### src/rtl/ccc_pkg.sv
// Package for the calendar clock counter: time record, flags, limits.
// Used by ccc_step and calendar_clock_counter; no dependencies.
package ccc_pkg;

    localparam int SEC_MAX   = 59;
    localparam int MIN_MAX   = 59;
    localparam int HOUR_MAX  = 23;
    localparam int MONTH_MAX = 12;
    localparam int YEAR_RST  = 70;

    localparam int TDATA_W   = 40;
    localparam int TIME_W    = 34;

    typedef enum logic [0:0] {
        FUNC_TICK = 1'b0,
        FUNC_LOAD = 1'b1
    } func_t;

    // packed lowest field last: second sits in the low bits
    typedef struct packed {
        logic [7:0] year;
        logic [3:0] month;
        logic [4:0] day;
        logic [4:0] hour;
        logic [5:0] minute;
        logic [5:0] second;
    } clk_time_t;

    typedef struct packed {
        logic minute_elapsed;
        logic second_elapsed;
    } ccc_flags_t;

    // last day of a month; months outside 1..12 use 31
    function automatic logic [4:0] month_limit(input logic [3:0] month, input logic leap);
        logic [4:0] lim;
        unique case (month)
            4'd2:                        lim = leap ? 5'd29 : 5'd28;
            4'd4, 4'd6, 4'd9, 4'd11:     lim = 5'd30;
            default:                     lim = 5'd31;
        endcase
        return lim;
    endfunction

endpackage

### src/rtl/ccc_step.sv
// Next-state logic of the calendar clock: one tick cascade or a load.
// Depends on ccc_pkg.
module ccc_step (
    input  ccc_pkg::clk_time_t  cur,
    input  logic                leap,
    input  ccc_pkg::func_t      func,
    input  ccc_pkg::clk_time_t  load,
    output ccc_pkg::clk_time_t  nxt,
    output logic                leap_nxt,
    output ccc_pkg::ccc_flags_t flags
);

    logic [6:0] sec_inc;
    logic [6:0] min_inc;
    logic [5:0] hour_inc;
    logic [5:0] day_inc;
    logic [4:0] month_inc;
    logic [7:0] year_inc;
    logic       sec_wrap, min_wrap, hour_wrap, day_wrap, month_wrap;
    logic       c_min, c_hour, c_day, c_month, c_year;
    ccc_pkg::clk_time_t tick_time;

    assign sec_inc   = {1'b0, cur.second} + 7'd1;
    assign min_inc   = {1'b0, cur.minute} + 7'd1;
    assign hour_inc  = {1'b0, cur.hour} + 6'd1;
    assign day_inc   = {1'b0, cur.day} + 6'd1;
    assign month_inc = {1'b0, cur.month} + 5'd1;
    assign year_inc  = cur.year + 8'd1;

    assign sec_wrap   = sec_inc > 7'(ccc_pkg::SEC_MAX);
    assign min_wrap   = min_inc > 7'(ccc_pkg::MIN_MAX);
    assign hour_wrap  = hour_inc > 6'(ccc_pkg::HOUR_MAX);
    assign day_wrap   = day_inc > {1'b0, ccc_pkg::month_limit(cur.month, leap)};
    assign month_wrap = month_inc > 5'(ccc_pkg::MONTH_MAX);

    assign c_min   = sec_wrap;
    assign c_hour  = c_min & min_wrap;
    assign c_day   = c_hour & hour_wrap;
    assign c_month = c_day & day_wrap;
    assign c_year  = c_month & month_wrap;

    always_comb begin
        tick_time.second = sec_wrap ? 6'd0 : sec_inc[5:0];
        tick_time.minute = !c_min ? cur.minute : (min_wrap ? 6'd0 : min_inc[5:0]);
        tick_time.hour   = !c_hour ? cur.hour : (hour_wrap ? 5'd0 : hour_inc[4:0]);
        tick_time.day    = !c_day ? cur.day : (day_wrap ? 5'd1 : day_inc[4:0]);
        tick_time.month  = !c_month ? cur.month : (month_wrap ? 4'd1 : month_inc[3:0]);
        tick_time.year   = c_year ? year_inc : cur.year;
    end

    always_comb begin
        if (func == ccc_pkg::FUNC_LOAD) begin
            nxt                  = load;
            leap_nxt             = (load.year[1:0] == 2'd0);
            flags.second_elapsed = 1'b0;
            flags.minute_elapsed = 1'b0;
        end else begin
            nxt                  = tick_time;
            leap_nxt             = c_year ? (year_inc[1:0] == 2'd0) : leap;
            flags.second_elapsed = 1'b1;
            flags.minute_elapsed = c_min;
        end
    end

endmodule

### src/rtl/calendar_clock_counter.sv
// Calendar clock counter top level: stream ports, time state, result register.
// Depends on ccc_pkg and ccc_step.
//
// Usage:
//   Each request on the s_ channel is a one-second tick (s_tuser = 0) or a
//   load of a full date and time (s_tuser = 1, fields in s_tdata). Every
//   request yields one result on the m_ channel: the time after the request
//   in m_tdata, with second and minute elapsed flags in m_tuser.
//   m_tvalid rises in the cycle after acceptance. While the receiver takes
//   results, a request can be taken every cycle; the single result register
//   sets this figure. If the receiver stalls, the result is held and s_tready
//   drops until the result is taken; s_tready stays high while the result
//   leaves that cycle. Reset (aresetn low, synchronous) sets 00:00:00 on day
//   1, month 1, year 70 (1970) with a 28-day February, and empties the result
//   register. Loaded values are stored as given, without range checks.
module calendar_clock_counter (
    input  logic        aclk,
    input  logic        aresetn,
    input  logic        s_tvalid,
    output logic        s_tready,
    // [5:0] new_second, [11:6] new_minute, [16:12] new_hour, [21:17] new_day,
    // [25:22] new_month, [33:26] new_year, [39:34] zero
    input  logic [39:0] s_tdata,
    // [0] func
    input  logic [0:0]  s_tuser,
    output logic        m_tvalid,
    input  logic        m_tready,
    // [5:0] cur_second, [11:6] cur_minute, [16:12] cur_hour, [21:17] cur_day,
    // [25:22] cur_month, [33:26] cur_year, [39:34] zero
    output logic [39:0] m_tdata,
    // [0] second_elapsed, [1] minute_elapsed
    output logic [1:0]  m_tuser
);

    ccc_pkg::clk_time_t  time_reg, time_next;
    logic                leap_reg, leap_next;
    logic                m_tvalid_reg, m_tvalid_next;
    ccc_pkg::clk_time_t  m_time_reg;
    ccc_pkg::ccc_flags_t m_flags_reg, flags_next;
    logic                accept;

    assign s_tready = !m_tvalid_reg || m_tready;
    assign accept   = s_tvalid && s_tready;

    ccc_step u_step (
        .cur      (time_reg),
        .leap     (leap_reg),
        .func     (ccc_pkg::func_t'(s_tuser[0])),
        .load     (ccc_pkg::clk_time_t'(s_tdata[ccc_pkg::TIME_W-1:0])),
        .nxt      (time_next),
        .leap_nxt (leap_next),
        .flags    (flags_next)
    );

    always_comb begin
        m_tvalid_next = m_tvalid_reg;
        if (accept) begin
            m_tvalid_next = 1'b1;
        end else if (m_tready) begin
            m_tvalid_next = 1'b0;
        end
    end

    always_ff @(posedge aclk) begin
        if (!aresetn) begin
            time_reg.second <= 6'd0;
            time_reg.minute <= 6'd0;
            time_reg.hour   <= 5'd0;
            time_reg.day    <= 5'd1;
            time_reg.month  <= 4'd1;
            time_reg.year   <= 8'(ccc_pkg::YEAR_RST);
            leap_reg        <= 1'b0;
            m_tvalid_reg    <= 1'b0;
        end else begin
            m_tvalid_reg <= m_tvalid_next;
            if (accept) begin
                time_reg <= time_next;
                leap_reg <= leap_next;
            end
        end
    end

    always_ff @(posedge aclk) begin
        if (accept) begin
            m_time_reg  <= time_next;
            m_flags_reg <= flags_next;
        end
    end

    assign m_tvalid = m_tvalid_reg;
    assign m_tdata  = {(ccc_pkg::TDATA_W - ccc_pkg::TIME_W)'(0), m_time_reg};
    assign m_tuser  = m_flags_reg;

endmodule

### config.mk
export PLATFORM = sky130hd
export DESIGN_NAME = calendar_clock_counter
export DESIGN_NICKNAME = d
export VERILOG_FILES = /design/src/rtl/ccc_pkg.sv /design/src/rtl/ccc_step.sv /design/src/rtl/calendar_clock_counter.sv
export SDC_FILE = /design/constraint.sdc
export NUM_CORES = 1
export LEC_CHECK = 0
export BUFFER_PORTS_ARGS = -buffer_cell sky130_fd_sc_hd__buf_2
export CAP_MARGIN = 25
export CORE_UTILIZATION = 30
export CTS_CLUSTER_SIZE = 14
export DETAILED_ROUTE_END_ITERATION = 8
export GPL_TIMING_DRIVEN = 0
export PLACE_DENSITY = 0.48
export SKIP_CTS_REPAIR_TIMING = 1
export SYNTH_ARGS = -nofsm -noshare
export SYNTH_HDL_FRONTEND = slang
export SYNTH_SLANG_ARGS = --single-unit
### constraint.sdc
create_clock -name aclk -period 3.8 [get_ports aclk]
set_input_delay 0.57 -clock aclk [delete_from_list [all_inputs] [get_ports aclk]]
set_output_delay 0.57 -clock aclk [all_outputs]
set_load 0.05 [all_outputs]
# Word level (Yosys, flattened, before mapping)
# Index checks and enable logic that the tools add are counted.
[word_totals] input_bits=45 ff_bits=72 out_inout_bits=44 wordCells=63
[classes] addsub=6 reduce_logical=9 mux=18 magnitude_cmp=5 n_eq_ne=5 n_bitwise=4
[op_table] op="34-bit two-way mux" count=1
[op_table] op="5-bit two-way mux" count=4
[op_table] op="6-bit two-way mux" count=3
[op_table] op="6-bit by 1-bit adder with 7-bit output, second input constant" count=2
[op_table] op="7-bit by 6-bit greater-than comparator with 1-bit output, second input constant" count=2
[op_table] op="5-bit by 1-bit adder with 6-bit output, second input constant" count=2
[op_table] op="5-bit case mux with 2 select lines" count=1
[op_table] op="8-bit by 1-bit adder with 8-bit output, second input constant" count=1
[op_table] op="4-bit by 3-bit == test with 1-bit output, second input constant" count=2
[op_table] op="4-bit == test, second input constant" count=2
[op_table] op="4-bit two-way mux" count=2
[op_table] op="8-bit two-way mux" count=1
[op_table] op="6-bit by 5-bit greater-than comparator with 1-bit output" count=1
[op_table] op="6-bit by 5-bit greater-than comparator with 1-bit output, second input constant" count=1
[op_table] op="1-bit two-way mux" count=6
[op_table] op="4-bit by 1-bit adder with 5-bit output, second input constant" count=1
[op_table] op="5-bit by 4-bit greater-than comparator with 1-bit output, second input constant" count=1
[op_table] op="1-bit AND" count=4
[op_table] op="4-bit by 2-bit == test with 1-bit output, second input constant" count=1
[op_table] op="2-bit logical NOT" count=2
[op_table] op="2-bit nonzero test" count=2
[op_table] op="4-bit OR reduction" count=1
[op_table] op="2-bit AND reduction" count=1
[op_table] op="1-bit logical AND" count=1
[op_table] op="2 further kinds" count=2

# Depth between registers and ports, before layout
[depth] word_depth=8 mapped_depth=15 mapped_depth_nobuf=13

# Modules after synthesis
# A second synthesis with hierarchy kept.
[hier_totals] cells_unflattened=476 hier_area_um2=4376.7
[modules_own_cells] module="calendar_clock_counter" seq_area_each_um2=1801.7 n_inst=1 area_each_um2=2625.0 cells_each=200
[modules_own_cells] module="ccc_step" seq_area_each_um2=0.0 n_inst=1 area_each_um2=1751.7 cells_each=276

# Worst setup path after synthesis
# Ideal clock, no wire load.
[synth_timing] path_kind="input to register" startpoint="input m_tready" endpoint="register time_reg[24] (netlist name)" slack_ns=0.496 cell_stages=6 path_buffers=2 required_time_ns=3.585 setup_ns=0.215 arrival_ns=3.089 cell_sequence="nand2b_1 -> nand2_1 -> inv_2 -> clkbuf_1 -> buf_1 -> a41oi_1"
[synth_via] elab_chain_len=2
[synth_rtl] element="start: declaration" line="calendar_clock_counter.sv:27" source="input logic m_tready,"
[synth_rtl] element="1-bit logical OR" line="calendar_clock_counter.sv:42" source="assign s_tready = !m_tvalid_reg || m_tready;"
[synth_rtl] element="1-bit logical AND" line="calendar_clock_counter.sv:43" source="assign accept = s_tvalid && s_tready;"
[synth_rtl] element="net accept" line="calendar_clock_counter.sv:40" source="logic accept;"
[synth_rtl] element="end signal: assignment" line="calendar_clock_counter.sv:77" source="time_reg <= time_next;"
[synth_rtl] element="end: declaration" line="calendar_clock_counter.sv:35" source="ccc_pkg::clk_time_t time_reg, time_next;"
# The timed path passes the listed nets, and every way through them passes these cells.
# A chain may end at the register's enable or synchronous reset.

==> metrics.md <==
| Metric | Value |
|---|---|
| Mean cell area of the mapped netlist | `8.68 sq um` |
| Initial Utilization | `31.0%` |
| Max-slew violation count | `0` |
| CP delay by family, top | `compound AO/OA/AOI/OAI gates` |
| Die height | `125 um` |
| Fmax | `280 MHz` |
| WL/cell | `18.6 um` |
| Clock skew | `6.82 ps` |
| Critical path's slowest cell | `o31ai_1` |
| Pwr Total | `2.34 mW` |
| Most frequent cell after synthesis | `nand2_1` |
| Most common library cells after synthesis | `nand2_1, nor2_1, dfxtp_1, edfxtp_1, nand3_1` |
| Utilization after layout | `38.0%` |
| DRT antenna net count | `0` |
| Min Tclk post-route | `3580 ps` |
| CP Class | `register to register` |
| Crit Path Max Fanout | `10` |
| Fin nets | `677` |
| Vias | `4,400` |
| Worst hold slack | `481 ps` |
| Core box area | `0.0146 sq mm` |
| Global route overflow | `0` |
| Row count | `44` |
| Max VDD drop | `0.000183 V` |
| Post-synth ARST share | `0%` |
| Worst path cell trace | `inv_1 -> ha_1 -> or2_1 -> a21bo_2 -> o31ai_1 -> and2_1 -> clkbuf_1 -> o2111ai_1 -> a221oi_1 -> nor2_1` |
| Hold/Removal Path Class | `input pin to register` |
| Startpoint types | `register` |
| Routed WL | `15,000 um` |
| CP endpoint kind | `register` |
| Crit path arrival time | `3680 ps` |
| Drt first pass iters | `6` |
| Num CTS Buffers | `9` |
| First-pass GRT wire length | `23,100 um` |
| Final Hold Viols | `0` |
| Vias in the first global route | `4,156` |
| GRT Overall Usage | `19.6%` |
| Vias/cell | `5.45` |
| Yosys cell types | `70` |
| Multi-input gate area | `0.00249 sq mm` |
| Ranking of synthesized cells by area | `edfxtp_1, dfxtp_1, nand2_1, ha_1, nand3_1` |
| Post-synth top area cell | `edfxtp_1` |
| First DRT Iteration DRCs | `253` |
| WP buf/inv | `2` |
| Post-DP HPWL | `10,700 um` |
| Die X | `125 um` |
| Area share of the largest cell type after synthesis | `23.8%` |
| RSZ-0062 raised after global routing | `false` |
| CTS tree | `done` |
| Initial antenna violation count | `0` |
| Yosys warns | `0` |
| Power per cell area | `421 mW/mm^2` |
| Register area | `0.00180 sq mm` |
| Mapped Area | `0.00454 sq mm` |
| Share of layout cells above drive strength 1 | `20.7%` |
| Slew @ Worst Pin | `807 ps` |
| Clk sinks | `72` |
| Die area | `0.0156 sq mm` |
| Antenna diode count | `0` |
| Clk root buf | `clkbuf_16` |
| Cells after Synth | `523` |
| Post-synthesis sequential area ratio | `39.7%` |
| Pleak | `2.14 nW` |
| Final-report setup violation count | `0` |
| Htree depth | `3` |
| #FFs+latches synth | `72` |
| Max Cap Viol | `0` |
| Largest net degree at the start of global routing | `24` |
| Status | `finished, violations left` |
| EDFF count, synth | `36` |
| Clk Latency, worst-skew pair | `350 ps` |
| Port Buffers | `76` |
| Clock transition at path regs | `60 ps` |
| DR DRC count | `10` |
| Synth Flop Type | `edfxtp_1` |
| Largest stage delay, worst path | `580 ps` |
| Worst path required time | `3900 ps` |
| GP Congestion | `0.879` |
| Slew headroom | `45.7%` |
| Synthesis-to-finish area growth | `22.5%` |
| Violated checks | `DRC` |
| # IOs | `89` |
| FILL cells | `1,527` |
| CTS max path bufs | `2` |
| Period utilization | `94.2%` |
## logic make-up after synthesis
family | share of synthesized area (%)
DFF | 39.7
muxes | 2.31
AOI/OAI and AO/OA | 22.9
adders and majority gates | 3.86
and+or+nand+nor | 23.7
buffers and inverters | 5.95
other | 0.0826
xor gates and xnor gates | 1.54
## per-layer routing
layer / share of wire, % / track usage (%) / up-vias
met5: 0 / 0 / -
met4: 1.8 / 8.68 / 0
met3: 5.9 / 4.24 / 17
met2: 46 / 30.8 / 124
met1: 46 / 25.7 / 2128
li1: - / - / 2131
## worst paths after layout
check,start,slack (ps),depth (start not counted),to
worst max register to register,time_reg[0],220,10,m_tdata[14]
worst max-delay path,time_reg[0],220,10,m_tdata[14]
worst min register to register,leap_reg,480,2,leap_reg
worst min-delay path,s_tvalid,480,3,m_tvalid
## metrics by stage
| step | setup slack (ps) | instance area (sq um) | std cells | setup TNS [ps] |
|---|---|---|---|---|
| after floorplan | 496 | 4560 | 528 | 0 |
| after CTS | -37.0 | 5540 | 805 | -37.0 |
| after detailed placement | 17.2 | 5200 | 789 | 0 |
| after global placement | -322 | 5170 | 788 | -10100 |
| after global routing | 30.4 | 5570 | 807 | 0 |
| final | 222 | 5570 | 807 | 0 |
## layout make-up
type                            count  area share, %
Multi-Input combinational cell    395           44.8
Sequential cell                    72           32.4
Timing Repair Buffer               79           7.60
Clock buffer                       12           4.79
Tap cell                          184           4.14
Buffer                             43           3.69
Clock inverter                      4           1.35
Inverter                           18           1.21
## cell usage in the layout, fill, tap and decap left out, types with 6 or more instances in the layout
cell,synthesis,routed
buf_2,5,82
nand2_1,60,60
nor2_1,42,42
edfxtp_1,36,36
nand3_1,35,35
dfxtp_1,36,35
o21ai_0,31,31
clkbuf_1,28,27
a21oi_1,21,21
inv_1,16,16
ha_1,14,14
nor3_1,13,13
a31oi_1,11,11
o31ai_1,9,9
buf_4,7,9
nor2b_1,9,9
clkbuf_16,0,9
a21boi_0,8,8
nor4_1,9,8
o211ai_1,7,7
nand2b_1,6,6
mux2i_1,6,6
conb_1,1,6
## worst reg2reg max path, delay by kind of cell, from the launching register on
kind                     cells  cell delay [ps]
AO/OA/AOI/OAI                4             1450
adder cells (fa/ha/maj)      1              320
flip-flops                   1              420
AND/OR/NAND/NOR              3              540
buffers and inverters        2              610
## report_power, final
group          internal (mW)  switching, mW  total [mW]
combinational          0.132          0.306       0.438
clock                  0.629          0.353       0.982
sequential             0.880         0.0405       0.921
total                   1.64          0.700        2.34
Note: power is estimated with default switching activity, not from simulation.
